File: config.mk
export PLATFORM = sky130hd
export DESIGN_NAME = cct_ctrl
export DESIGN_NICKNAME = d
export VERILOG_FILES = /design/src/hw/rtl/cct_pkg.sv /design/src/hw/rtl/cct_ctrl.sv
export SDC_FILE = /design/constraint.sdc
export NUM_CORES = 1
export LEC_CHECK = 0
export BUFFER_PORTS_ARGS = -buffer_cell sky130_fd_sc_hd__clkbuf_2
export CORE_MARGIN = 8
export CORE_UTILIZATION = 35
export DETAILED_ROUTE_END_ITERATION = 8
export PLACE_DENSITY = 0.66
export SKIP_CTS_REPAIR_TIMING = 1
export SYNTH_ARGS = -nofsm -noshare
export SYNTH_HDL_FRONTEND = slang
export SYNTH_SLANG_ARGS = --single-unit
File: constraint.sdc
create_clock -name clk -period 3.5 [get_ports clk]
set_input_delay 0.7 -clock clk [delete_from_list [all_inputs] [get_ports clk]]
set_output_delay 0.7 -clock clk [all_outputs]
set_load 0.01 [all_outputs]
File: src/hw/rtl/cct_pkg.sv
// Shared constants, types and helpers for the cluster chain table manager.
`timescale 1ns / 1ps
`default_nettype none

package cct_pkg;

  localparam int ENTRIES = 4096;
  localparam int ADDR_W  = $clog2(ENTRIES);
  localparam int ACT_W   = 3;
  localparam int LINK_W  = 16;
  localparam int ST_W    = 2;
  localparam int CNT_W   = 13;

  localparam logic [LINK_W:0]   ENTRIES_X  = (LINK_W + 1)'(ENTRIES);
  localparam logic [ADDR_W-1:0] LAST_IDX   = ADDR_W'(ENTRIES - 1);
  localparam logic [LINK_W-1:0] END_MARK   = '1;
  localparam logic [LINK_W-1:0] FIRST_DATA = LINK_W'(2);
  localparam logic [CNT_W-1:0]  COUNT_MAX  = '1;

  localparam logic [ACT_W-1:0] ACT_READ    = 3'd0;
  localparam logic [ACT_W-1:0] ACT_WRITE   = 3'd1;
  localparam logic [ACT_W-1:0] ACT_ALLOC   = 3'd2;
  localparam logic [ACT_W-1:0] ACT_ADVANCE = 3'd3;
  localparam logic [ACT_W-1:0] ACT_FREE    = 3'd4;

  localparam logic [ST_W-1:0] ST_OK     = 2'd0;
  localparam logic [ST_W-1:0] ST_NOFREE = 2'd1;
  localparam logic [ST_W-1:0] ST_RANGE  = 2'd2;
  localparam logic [ST_W-1:0] ST_BROKEN = 2'd3;

  typedef enum logic [3:0] {
    S_CLEAR, S_IDLE, S_DISPATCH, S_SCAN_RD, S_SCAN_CHK, S_LINK, S_FREE_CHK, S_RESULT
  } state_t;

  typedef enum logic [1:0] {RD_IN, RD_SCAN, RD_CUR} rd_sel_t;

  typedef enum logic [2:0] {
    WR_NONE, WR_CLEAR, WR_HOST, WR_SCAN_END, WR_LINK, WR_CUR_ZERO
  } wr_sel_t;

  typedef enum logic [1:0] {LK_ZERO, LK_RDATA, LK_SCAN, LK_END} link_sel_t;

  typedef struct packed {
    logic            in_ready;
    logic            rd_en;
    rd_sel_t         rd_sel;
    wr_sel_t         wr_sel;
    logic            clr_inc;
    logic            scan_init;
    logic            scan_inc;
    logic            cur_load_req;
    logic            cur_load_rdata;
    logic            cnt_inc;
    logic            res_load;
    logic [ST_W-1:0] res_status;
    link_sel_t       link_sel;
    logic            out_load;
  } cmd_t;

  typedef struct packed {
    logic             in_accept;
    logic [ACT_W-1:0] act;
    logic             ext;
    logic             req_in_range;
    logic             req_usable;
    logic             rdata_zero;
    logic             rdata_end;
    logic             rdata_usable;
    logic             scan_last;
    logic             clr_last;
    logic             out_free;
  } stat_t;

  // Index usable by allocation and chain walks: 2 .. ENTRIES-1.
  function automatic logic usable(input logic [LINK_W-1:0] v);
    return (v >= FIRST_DATA) && ({1'b0, v} < ENTRIES_X);
  endfunction

endpackage

`default_nettype wire

File: src/hw/rtl/cct_ctrl.sv
// Sequencer for the table manager: decodes requests and steps the datapath.
`timescale 1ns / 1ps
`default_nettype none

module cct_ctrl (
  input  wire logic           clk,
  input  wire logic           rst,
  input  wire cct_pkg::stat_t stat,
  output cct_pkg::cmd_t       cmd
);
  import cct_pkg::*;

  state_t state, state_next;

  always_ff @(posedge clk) begin
    if (rst) begin
      state <= S_CLEAR;
    end else begin
      state <= state_next;
    end
  end

  always_comb begin
    state_next = state;
    cmd        = '0;
    cmd.rd_sel   = RD_IN;
    cmd.wr_sel   = WR_NONE;
    cmd.link_sel = LK_ZERO;
    cmd.res_status = ST_OK;

    case (state)
      S_CLEAR: begin
        cmd.wr_sel  = WR_CLEAR;
        cmd.clr_inc = 1'b1;
        if (stat.clr_last) begin
          state_next = S_IDLE;
        end
      end

      S_IDLE: begin
        // read the addressed entry now so dispatch has it at once
        cmd.in_ready = 1'b1;
        cmd.rd_en    = 1'b1;
        cmd.rd_sel   = RD_IN;
        if (stat.in_accept) begin
          state_next = S_DISPATCH;
        end
      end

      S_DISPATCH: begin
        state_next   = S_RESULT;
        cmd.res_load = 1'b1;
        case (stat.act)
          ACT_READ: begin
            if (stat.req_in_range) begin
              cmd.link_sel = LK_RDATA;
            end else begin
              cmd.res_status = ST_RANGE;
            end
          end
          ACT_WRITE: begin
            if (stat.req_in_range) begin
              cmd.wr_sel = WR_HOST;
            end else begin
              cmd.res_status = ST_RANGE;
            end
          end
          ACT_ALLOC: begin
            cmd.res_load  = 1'b0;
            cmd.scan_init = 1'b1;
            state_next    = S_SCAN_RD;
          end
          ACT_ADVANCE: begin
            if (!stat.req_usable) begin
              cmd.res_status = ST_RANGE;
            end else if (stat.rdata_end) begin
              cmd.link_sel = LK_END;
              if (stat.ext) begin
                cmd.res_load  = 1'b0;
                cmd.scan_init = 1'b1;
                state_next    = S_SCAN_RD;
              end
            end else begin
              cmd.link_sel = LK_RDATA;
              if (!stat.rdata_usable) begin
                cmd.res_status = ST_BROKEN;
              end
            end
          end
          ACT_FREE: begin
            if (stat.req_usable) begin
              // start entry is already in the read register
              cmd.res_load     = 1'b0;
              cmd.cur_load_req = 1'b1;
              state_next       = S_FREE_CHK;
            end else begin
              cmd.res_status = ST_RANGE;
            end
          end
          default: begin
          end
        endcase
      end

      S_SCAN_RD: begin
        cmd.rd_en  = 1'b1;
        cmd.rd_sel = RD_SCAN;
        state_next = S_SCAN_CHK;
      end

      S_SCAN_CHK: begin
        if (stat.rdata_zero) begin
          cmd.wr_sel = WR_SCAN_END;
          if (stat.act == ACT_ADVANCE) begin
            state_next = S_LINK;
          end else begin
            cmd.res_load = 1'b1;
            cmd.link_sel = LK_SCAN;
            state_next   = S_RESULT;
          end
        end else if (stat.scan_last) begin
          cmd.res_load   = 1'b1;
          cmd.res_status = ST_NOFREE;
          cmd.link_sel   = (stat.act == ACT_ADVANCE) ? LK_END : LK_ZERO;
          state_next     = S_RESULT;
        end else begin
          cmd.scan_inc = 1'b1;
          state_next   = S_SCAN_RD;
        end
      end

      S_LINK: begin
        cmd.wr_sel   = WR_LINK;
        cmd.res_load = 1'b1;
        cmd.link_sel = LK_SCAN;
        state_next   = S_RESULT;
      end

      S_FREE_CHK: begin
        if (stat.rdata_zero) begin
          cmd.res_load   = 1'b1;
          cmd.res_status = ST_BROKEN;
          state_next     = S_RESULT;
        end else begin
          cmd.wr_sel         = WR_CUR_ZERO;
          cmd.cnt_inc        = 1'b1;
          cmd.cur_load_rdata = 1'b1;
          if (stat.rdata_end) begin
            cmd.res_load = 1'b1;
            state_next   = S_RESULT;
          end else if (!stat.rdata_usable) begin
            cmd.res_load   = 1'b1;
            cmd.res_status = ST_BROKEN;
            state_next     = S_RESULT;
          end else begin
            cmd.rd_en  = 1'b1;
            cmd.rd_sel = RD_CUR;
            state_next = S_FREE_CHK;
          end
        end
      end

      S_RESULT: begin
        if (stat.out_free) begin
          cmd.out_load = 1'b1;
          state_next   = S_IDLE;
        end
      end

      default: begin
        state_next = S_IDLE;
      end
    endcase
  end

endmodule

`default_nettype wire

-- Word level (Yosys, flattened, before mapping)
Cells that the tools add are included.
Widths: inputs -> output; s select.
- RAM bits: 0
- ROM bits: 0
- latch bits: 0
- output and inout port bits: 19
- input bits: 15
- memories kept: 0
- register bits after elaboration: 4
- logic and storage cells: 88
- magnitude comparators: 0
- shifts and indexed selects: 0
- reduce and logical (&&, ||, !) cells: 4
- mux-type cells: 69
- bitwise gates (word level): 0
- add/subtract/negate cells: 0
- div/mod/pow operators: 0
- equal/unequal tests: 14
- $mul: 0
- operators with widths (operator ; number):
    $mux 2 ; 18
    $pmux 4 s8 ; 1
    $mux 1 ; 24
    $mux 3 ; 8
    $mux 4 ; 6
    $pmux 2 s3 ; 3
    $pmux 3 s3 ; 2
    $eq 4x3->1 const B ; 4
    $pmux 3 s5 ; 1
    $eq 4x2->1 const B ; 2
    $eq 3x2->1 const B ; 2
    $mux 6 ; 1
    $ne 2x2->1 const B ; 3
    $mux 5 ; 1
    $eq 4x1->1 const B ; 1
    $logic_not 4->1 ; 1
    $pmux 1 s4 ; 1
    $pmux 2 s2 ; 1
    $eq 3x1->1 const B ; 1
    $eq 3x3->1 const B ; 1
    $logic_not 3->1 ; 1
    $pmux 1 s3 ; 1
    $reduce_and 3->1 ; 1
    $pmux 1 s2 ; 1
    $reduce_or 2->1 ; 1

-- Logic depth before layout (Yosys ltp)
Gate-level depths: netlist of run 1.
- word-level depth: 5
- mapped depth: 5
- gate-level depth less buffers: 3

-- Least setup slack after synthesis of run 1
OpenSTA, ideal clock, no wires.
- kind: in2out
- from: input port stat[11] (netlist bit)
- to: output port cmd[4] (netlist bit)
- stages: 3
- path buffers: 0
- setup slack: 1.365 ns
- data required time: 2.800 ns
- arrival time: 1.435 ns
- cells stage by stage: and3b_1 a21oi_1 a2111oi_2
- RTL lines (item ; RTL line ; RTL):
    from (decl) ; cct_ctrl.sv:8 ; input wire cct_pkg::stat_t stat,
    to (decl) ; cct_ctrl.sv:9 ; output cct_pkg::cmd_t cmd

==> impl_metrics.py, run 1 <==
metrics = {
    "finish": {
        "antenna_cells": 0,
        "layout-drive-gt1-share_pct": 34.2,
        "syn2layout_area_growth_pct": 28.8,
        "reg_top3": "state x3",
        "regMostFlops": "state",
        "nets": 133,
        "largest_register_ffs": 3,
    },
    "timing": {
        "max_freq_mhz": 409,
        "finClkSkew_ns": 0.000329,
        "final.period_utilization_pct": 69.8,
        "tightest_slew_ns": 0.686,
        "period_minus_slack_ns": 2.44,
        "hold_viol": 0,
        "rsz0062_at_grt": "no",
        "maxSlewHeadroom_pct": 54.2,
        "setup_viol": 0,
        "slew_viol_final": 0,
        "setup_tns_ns": 0,
    },
    "clock_tree": {
        "cts.sinks": 3,
        "cts_buffer_depth": 2,
        "cts_tree": "done",
        "cts_root_buf": "clkbuf_4",
        "cts_buffers": 3,
        "insertion_delay_ns": 0.23,
        "cts.htree.levels": 1,
        "clk_pin_slew_ns": 0.03,
    },
    "route": {
        "dr_total_vias": 767,
        "dr.pass1.iters": 4,
        "top_layer": "met3",
        "drt_iter0_markers": 14,
        "drt-met1-wl_um": 992,
        "finalWirelength_um": 1970,
        "wl_per_cell_um": 14.8,
        "dr_wl_met2_um": 835,
        "dr_wl_met3_um": 139,
        "ant_nets": 0,
        "viasPerCell": 5.77,
        "route.detailed.drc": 0,
    },
    "worst_setup_path": {
        "crit_path_cell_trace": "clkbuf_2 -> and3b_1 -> a21oi_1 -> a2111oi_2 -> clkbuf_2",
        "cp.required_ns": 2.80,
        "cp_slowest_stage_delay_ns": 0.38,
        "end_kind": "output pin",
        "critical_path_buf_inv_count": 2,
        "path_max_fanout": 9,
        "reg2reg_slack_ns": 2.06,
        "startpoint_type": "input pin",
        "crit_slowest_cell": "a2111oi_2",
        "crit_type": "in -> out",
        "cp.arrival_ns": 1.74,
        "crit_family": "compound AO/OA/AOI/OAI gates",
        "cp_common_cell": "clkbuf_2",
    },
    "global_route": {
        "grt_overflow": 0,
        "grtUsageTotal_pct": 12.3,
        "grt_pass1_vias": 751,
        "grt_pass1_wl_um": 3430,
        "antenna_found_initial": 0,
        "grt_max_degree": 22,
    },
    "place": {
        "place.gp.congestion": 0.870,
        "place.port_buffers": 33,
        "place_hpwl_um": 1530,
    },
    "job": {
        "cap_violations": 0,
    },
    "power": {
        "p_leak_nw": 0.335,
        "total_power_mw": 0.277,
        "power_density_nw_per_um2": 367,
        "peakVddDrop_mv": 0.235,
    },
    "synth": {
        "synthesis.nets": 102,
        "yosysSeqAreaShare_pct": 10.3,
        "synth_edf_count": 0,
        "synthTopCellsByArea": "dfxtp_1 10%, a21oi_1 6.0%, nor2b_1 5.3%",
        "synth_top_area_cell": "dfxtp_1",
        "syn_avg_cell_area_um2": 6.73,
        "ys_async_sr_fraction_pct": 0,
        "netlist_top_cells_count": "8 x nor2_1, 7 x a21oi_1, 6 x nand2_1, 5 x nor2b_1, 5 x o21ai_0",
        "syn_inst": 87,
        "yosysMostFrequentCell": "nor2_1",
        "syn_area_um2": 586,
        "ys_ff_latch": 3,
        "synth_warnings": 0,
        "synth_flop_cell": "dfxtp_1",
        "ys_types": 36,
        "synth.top_cell.area_share_pct": 10.3,
    },
    "floorplan": {
        "die_width_um": 56.9,
        "die_y_um": 56.9,
        "die_area_um2": 3240,
        "pin_count": 34,
        "start_util_pct": 38.0,
        "rows": 14,
        "fp.coreArea_um2": 1540,
    },
    "outcome": {
        "outcome": "finished clean",
    },
    "min_path": {
        "hold_path_class": "in -> reg",
    },
}
==> logic make-up (layout without fill, tap and decap cells) <==
| family | after synthesis | after routing | synth area share [%] |
|---|---|---|---|
| flops | 3 | 3 | 10.3 |
| compound gates | 29 | 29 | 33.3 |
| xor+xnor | 2 | 2 | 2.99 |
| buf+inv | 10 | 40 | 9.19 |
| simple gates | 43 | 43 | 44.2 |
==> final cells by class <==
class / count / area, µm²
flip-flops and latches: 3 / 60.1
inverters: 3 / 11.3
repair buffers: 33 / 165
multi-input cells: 74 / 472
fillers: 170 / 787
well taps: 16 / 20.0
clock buffers: 4 / 26.3
==> per-layer routing <==
metal / track usage (%) / vias up
met3: 4.49 / 0
met1: 15.5 / 343
li1: - / 395
met2: 19.1 / 29
met4: 3.69 / 0
met5: 0 / -
==> metrics by stage <==
stage	utilization [%]	std cells	hold WS, ns	worst slack [ns]	instance area (µm²)
2_1_floorplan	-	87	0.581	1.36	586
3_3_place_gp	47.2	129	0.786	1.08	728
3_5_place_dp	47.2	129	0.772	1.06	728
4_1_cts	48.9	133	0.665	1.06	754
5_1_grt	48.9	133	0.666	0.936	754
6_report	48.9	133	0.671	1.06	754
==> cells in the final DEF (no fill, tap or decap), types with 2 or more instances in the layout <==
| master | netlist | routed |
|---|---|---|
| inv_1 | 3 | 3 |
| nand3_1 | 3 | 3 |
| nand4_1 | 2 | 2 |
| nor2_1 | 8 | 8 |
| nor2b_1 | 5 | 5 |
| nand2_1 | 6 | 6 |
| nand4b_1 | 2 | 2 |
| o211ai_1 | 3 | 3 |
| o22ai_1 | 3 | 3 |
| nor4_1 | 2 | 2 |
| nor3_1 | 3 | 3 |
| clkbuf_2 | 0 | 33 |
| nand2b_1 | 4 | 4 |
| clkbuf_4 | 0 | 3 |
| o31ai_1 | 3 | 3 |
| a21oi_1 | 7 | 7 |
| o21ai_0 | 5 | 5 |
| dfxtp_1 | 3 | 3 |
==> where the power goes <==
group | internal [mW] | total (mW) | leakage, nW | switching, mW
logic | 0.0640 | 0.144 | 0.295 | 0.0800
clock network | 0.0427 | 0.0595 | 0.0150 | 0.0169
registers | 0.0412 | 0.0732 | 0.0248 | 0.0320
total | 0.148 | 0.277 | 0.335 | 0.129
==> final timing paths <==
| path | startpoint | endpoint | cells past startpoint |
|---|---|---|---|
| worst max-delay path | stat[11] | cmd[4] | 5 |
| worst min-delay path | rst | state[1]$_SDFFE_PP0P_ | 2 |
| worst max register to register | state[0]$_SDFFE_PP0P_ | state[2]$_SDFFE_PP0P_ | 3 |
| worst min register to register | state[2]$_SDFFE_PP0P_ | state[0]$_SDFFE_PP0P_ | 2 |
Note: power is estimated with default switching activity, not from simulation.
==> inputs of run 2 (changes only) <==
Clock period 3.5 ns to 2.3 ns, I/O delays scaled along.
==> impl_metrics.py, run 2 (same netlist as run 1, synthesis figures left out) <==
metrics = {
    "timing": {
        "tightest_slew_ns": 0.514,
        "finClkSkew_ns": 0.000443,
        "max_freq_mhz": 484,
        "period_minus_slack_ns": 2.07,
        "setup_viol": 0,
        "setup_tns_ns": 0,
        "maxSlewHeadroom_pct": 65.7,
        "slew_viol_final": 0,
        "rsz0062_at_grt": "no",
        "final.period_utilization_pct": 89.8,
        "fin_hold_ws_ns": 0.429,
        "hold_viol": 0,
    },
    "finish": {
        "regMostFlops": "state",
        "syn2layout_area_growth_pct": 32.7,
        "layout-drive-gt1-share_pct": 35.8,
        "final_common_cell": "clkbuf_2",
        "nets": 136,
        "antenna_cells": 0,
        "largest_register_ffs": 3,
        "final_cell_mix": "33 x clkbuf_2, 8 x nor2_1, 7 x a21oi_1, 6 x nand2_1",
        "reg_top3": "state x3",
    },
    "route": {
        "dr.pass1.iters": 4,
        "drt_iter0_markers": 15,
        "viasPerCell": 5.77,
        "finalWirelength_um": 2000,
        "ant_nets": 0,
        "dr_total_vias": 785,
        "wl_per_cell_um": 14.7,
        "route.detailed.drc": 0,
    },
    "clock_tree": {
        "cts.sinks": 3,
        "cts_tree": "done",
        "cts_buffers": 3,
        "insertion_delay_ns": 0.23,
        "cts_root_buf": "clkbuf_4",
        "cts_buffer_depth": 2,
        "clk_pin_slew_ns": 0.03,
        "cts.htree.levels": 1,
    },
    "place": {
        "place_hpwl_um": 1600,
        "place.gp.congestion": 0.877,
        "place.port_buffers": 33,
    },
    "floorplan": {
        "fp.coreArea_um2": 1540,
        "start_util_pct": 38.0,
        "rows": 14,
        "die_area_um2": 3240,
        "pin_count": 34,
        "die_width_um": 56.9,
        "die_y_um": 56.9,
    },
    "worst_setup_path": {
        "cp_slowest_stage_delay_ns": 0.49,
        "crit_path_cell_trace": "nor3b_2 -> a31oi_1 -> o22ai_1 -> clkbuf_2",
        "crit_type": "reg -> out",
        "crit_slowest_cell": "dfxtp_1",
        "end_kind": "output pin",
        "startpoint_type": "flop",
        "cp.required_ns": 1.84,
        "cp.arrival_ns": 1.61,
        "path_max_fanout": 9,
    },
    "power": {
        "p_leak_nw": 0.350,
        "peakVddDrop_mv": 0.286,
        "power_density_nw_per_um2": 564,
    },
    "outcome": {
        "outcome": "finished clean",
    },
    "global_route": {
        "grt_overflow": 0,
        "grt_pass1_vias": 748,
        "antenna_found_initial": 0,
        "grt_max_degree": 15,
        "grt_pass1_wl_um": 3420,
        "grtUsageTotal_pct": 12.2,
    },
    "min_path": {
        "hold_path_class": "in -> reg",
    },
    "job": {
        "cap_violations": 0,
    },
}
-- run 2: stage by stage --
step / area, µm² / std cells / util, % / power, mW / setup WS, ns
global placement: 751 / 132 / 48.7 / 0.344 / 0.368
detailed placement: 751 / 132 / 48.7 / 0.348 / 0.354
finish: 777 / 136 / 50.4 / 0.438 / 0.234
CTS: 777 / 136 / 50.4 / 0.444 / 0.243
floorplan: 586 / 87 / - / 0.258 / 0.645
global route: 777 / 136 / 50.4 / 0.480 / 0.121
-- run 2: worst paths after layout --
kind | from | endpoint | slack, ns | cells after the start
worst max register to register | state[0]$_SDFFE_PP0P_ | state[2]$_SDFFE_PP0P_ | 0.87 | 4
worst min register to register | state[1]$_SDFFE_PP0P_ | state[1]$_SDFFE_PP0P_ | 0.83 | 3
worst max-delay path | state[1]$_SDFFE_PP0P_ | cmd[2] | 0.23 | 4
worst min-delay path | rst | state[2]$_SDFFE_PP0P_ | 0.43 | 2
-- run 2: power breakdown --
group | switching, mW | internal [mW]
combinational | 0.141 | 0.109
clock | 0.0252 | 0.0648
sequential | 0.0353 | 0.0628
-- run 2: final cells by class --
cell class / count / area [µm²]
fill: 175 / 764
multi-input combinational: 74 / 472
timing repair buffer: 36 / 188
sequential: 3 / 60.1
clock buffer: 4 / 26.3
tap: 16 / 20.0
inverter: 3 / 11.3
-- run 2: worst max-delay path, delay by kind of cell (launching register included) --
| family | cells | cell delay [ns] |
|---|---|---|
| flops | 1 | 0.49 |
| compound gates | 2 | 0.32 |
| buf+inv | 1 | 0.17 |
| simple gates | 1 | 0.39 |
-- run 2: per-layer routing --
layer / vias to the layer above / wire length [µm] / global-route usage [%]
li1: 400 / - / -
met1: 360 / 931 / 14.9
met2: 25 / 900 / 19.1
met3: 0 / 167 / 4.49
met4: 0 / 0 / 4.03
met5: - / 0 / 0
==> inputs of run 3 (changes only) <==
Settings changed: CELL_PAD_IN_SITES_DETAIL_PLACEMENT set to 2, CELL_PAD_IN_SITES_GLOBAL_PLACEMENT set to 2, CORE_UTILIZATION 35 to 22, PLACE_DENSITY 0.66 to not set, PLACE_DENSITY_LB_ADDON set to 0.1.
Clock period 2.3 ns to 2.7 ns, I/O delays scaled along.
==> impl_metrics.py, run 3 (same netlist as run 1, synthesis figures left out) <==
metrics = {
    "timing": {
        "finClkSkew_ns": 0.000645,
        "tightest_slew_ns": 0.706,
        "slew_viol_final": 0,
        "period_minus_slack_ns": 2.20,
        "rsz0062_at_grt": "no",
        "max_freq_mhz": 454,
        "worst_slack_ns": 0.497,
        "final.period_utilization_pct": 81.6,
        "maxSlewHeadroom_pct": 52.8,
        "setup_tns_ns": 0,
        "setup_viol": 0,
        "hold_viol": 0,
    },
    "worst_setup_path": {
        "timing.rr.end": "state[2]$_SDFFE_PP0P_",
        "cp.arrival_ns": 1.66,
        "r2r-start": "state[0]$_SDFFE_PP0P_",
        "path_max_fanout": 20,
        "cp.required_ns": 2.16,
        "startpoint_type": "flop",
        "end_kind": "output pin",
        "reg2regPathDepth": 3,
        "crit_type": "reg -> out",
        "reg2reg_slack_ns": 1.20,
    },
    "global_route": {
        "grtUsageTotal_pct": 12.0,
        "antenna_found_initial": 0,
        "grt_pass1_wl_um": 4340,
        "grt_overflow": 0,
        "grt_max_degree": 21,
        "grt_pass1_vias": 905,
    },
    "floorplan": {
        "die_area_um2": 4570,
        "die_width_um": 67.6,
        "start_util_pct": 23.4,
        "pin_count": 34,
        "rows": 18,
        "die_y_um": 67.6,
        "fp.coreArea_um2": 2500,
    },
    "min_path": {
        "min_from": "rst",
        "hold_path_class": "in -> reg",
        "hold_depth": 2,
        "min_to": "state[1]$_SDFFE_PP0P_",
    },
    "finish": {
        "nets": 135,
        "syn2layout_area_growth_pct": 34.4,
        "layout-drive-gt1-share_pct": 35.3,
        "largest_register_ffs": 3,
        "antenna_cells": 0,
        "regMostFlops": "state",
        "final_cell_mix": "33 x clkbuf_2, 8 x nor2_1, 7 x a21oi_1, 6 x nand2_1",
        "final_common_cell": "clkbuf_2",
        "reg_top3": "state x3",
    },
    "clock_tree": {
        "insertion_delay_ns": 0.23,
        "cts.sinks": 3,
        "cts_buffer_depth": 2,
        "cts_buffers": 3,
        "clk_pin_slew_ns": 0.04,
        "cts_tree": "done",
        "cts.htree.levels": 1,
        "cts_root_buf": "clkbuf_4",
    },
    "job": {
        "cap_violations": 0,
    },
    "route": {
        "dr_total_vias": 793,
        "viasPerCell": 5.32,
        "dr.pass1.iters": 4,
        "drt_iter0_markers": 69,
        "ant_nets": 0,
        "route.detailed.drc": 0,
        "wl_per_cell_um": 16.9,
        "finalWirelength_um": 2510,
    },
    "power": {
        "clkPwrFrac_pct": 20.6,
        "intPower_mw": 0.198,
        "p_leak_nw": 0.345,
        "p_sw_mw": 0.178,
        "power_frac_seq_pct": 23.3,
        "swShare_pct": 47.2,
        "peakVddDrop_mv": 0.225,
        "pwr-share-comb_pct": 56.1,
        "power_density_nw_per_um2": 478,
    },
    "outcome": {
        "outcome": "finished clean",
    },
    "place": {
        "place.gp.congestion": 0.724,
        "place.port_buffers": 33,
        "place_ws_ns": 0.595,
        "place_hpwl_um": 2020,
    },
}
-- run 3: cell types whose count changed in the layout (fill, tap and decap cells not counted) --
cell   before  now
buf_4       3    2
-- run 3: layout make-up --
type,count,area [µm²]
clock buffers,4,26.3
fillers,324,1710
inverters,3,11.3
multi-input cells,74,472
flip-flops and latches,3,60.1
well taps,30,37.5
repair buffers,35,180
-- run 3: power by group through the flow --
stage | Clock (mW) | Combinational, mW | Sequential (mW)
3_5_place_dp | 0 | 0.214 | 0.0901
6_report | 0.0773 | 0.211 | 0.0877
4_1_cts | 0.0807 | 0.215 | 0.0897
2_1_floorplan | 0 | 0.161 | 0.0585
3_3_place_gp | 0 | 0.211 | 0.0907
5_1_grt | 0.0866 | 0.237 | 0.0922
-- run 3: metrics by stage --
step	power, mW	cells	instance area [µm²]	util [%]	hold WS, ns
2_1_floorplan	0.220	87	586	-	0.581
3_3_place_gp	0.302	145	761	30.4	0.740
3_5_place_dp	0.304	145	761	30.4	0.745
4_1_cts	0.385	149	787	31.5	0.504
5_1_grt	0.416	149	787	31.5	0.515
6_report	0.376	149	787	31.5	0.518
-- run 3: worst max-delay path by stage --
| stage | startpoint | end | slack (ns) | depth (start not counted) |
|---|---|---|---|---|
| finish | state[0]$_SDFFE_PP0P_ | cmd[14] | 0.50 | 3 |
| global route | state[0]$_SDFFE_PP0P_ | cmd[14] | 0.27 | 3 |
| CTS | state[0]$_SDFFE_PP0P_ | cmd[14] | 0.42 | 3 |
| detailed placement | stat[11] | cmd[4] | 0.59 | 5 |
| global placement | stat[11] | cmd[4] | 0.60 | 5 |
| floorplan | stat[11] | cmd[4] | 0.88 | 3 |
-- run 3: worst max-delay path: stages, from the launching register on --
cell,delay [ns]
dfxtp_1,0.76
inv_1,0.28
o21ai_0,0.23
clkbuf_2,0.16
-- run 3: per-layer routing --
layer  wire length, µm  global-route usage [%]
met1              1060                    13.2
met2              1260                    20.8
met3               191                    3.48
met4                 0                    5.48
met5                 0                       0
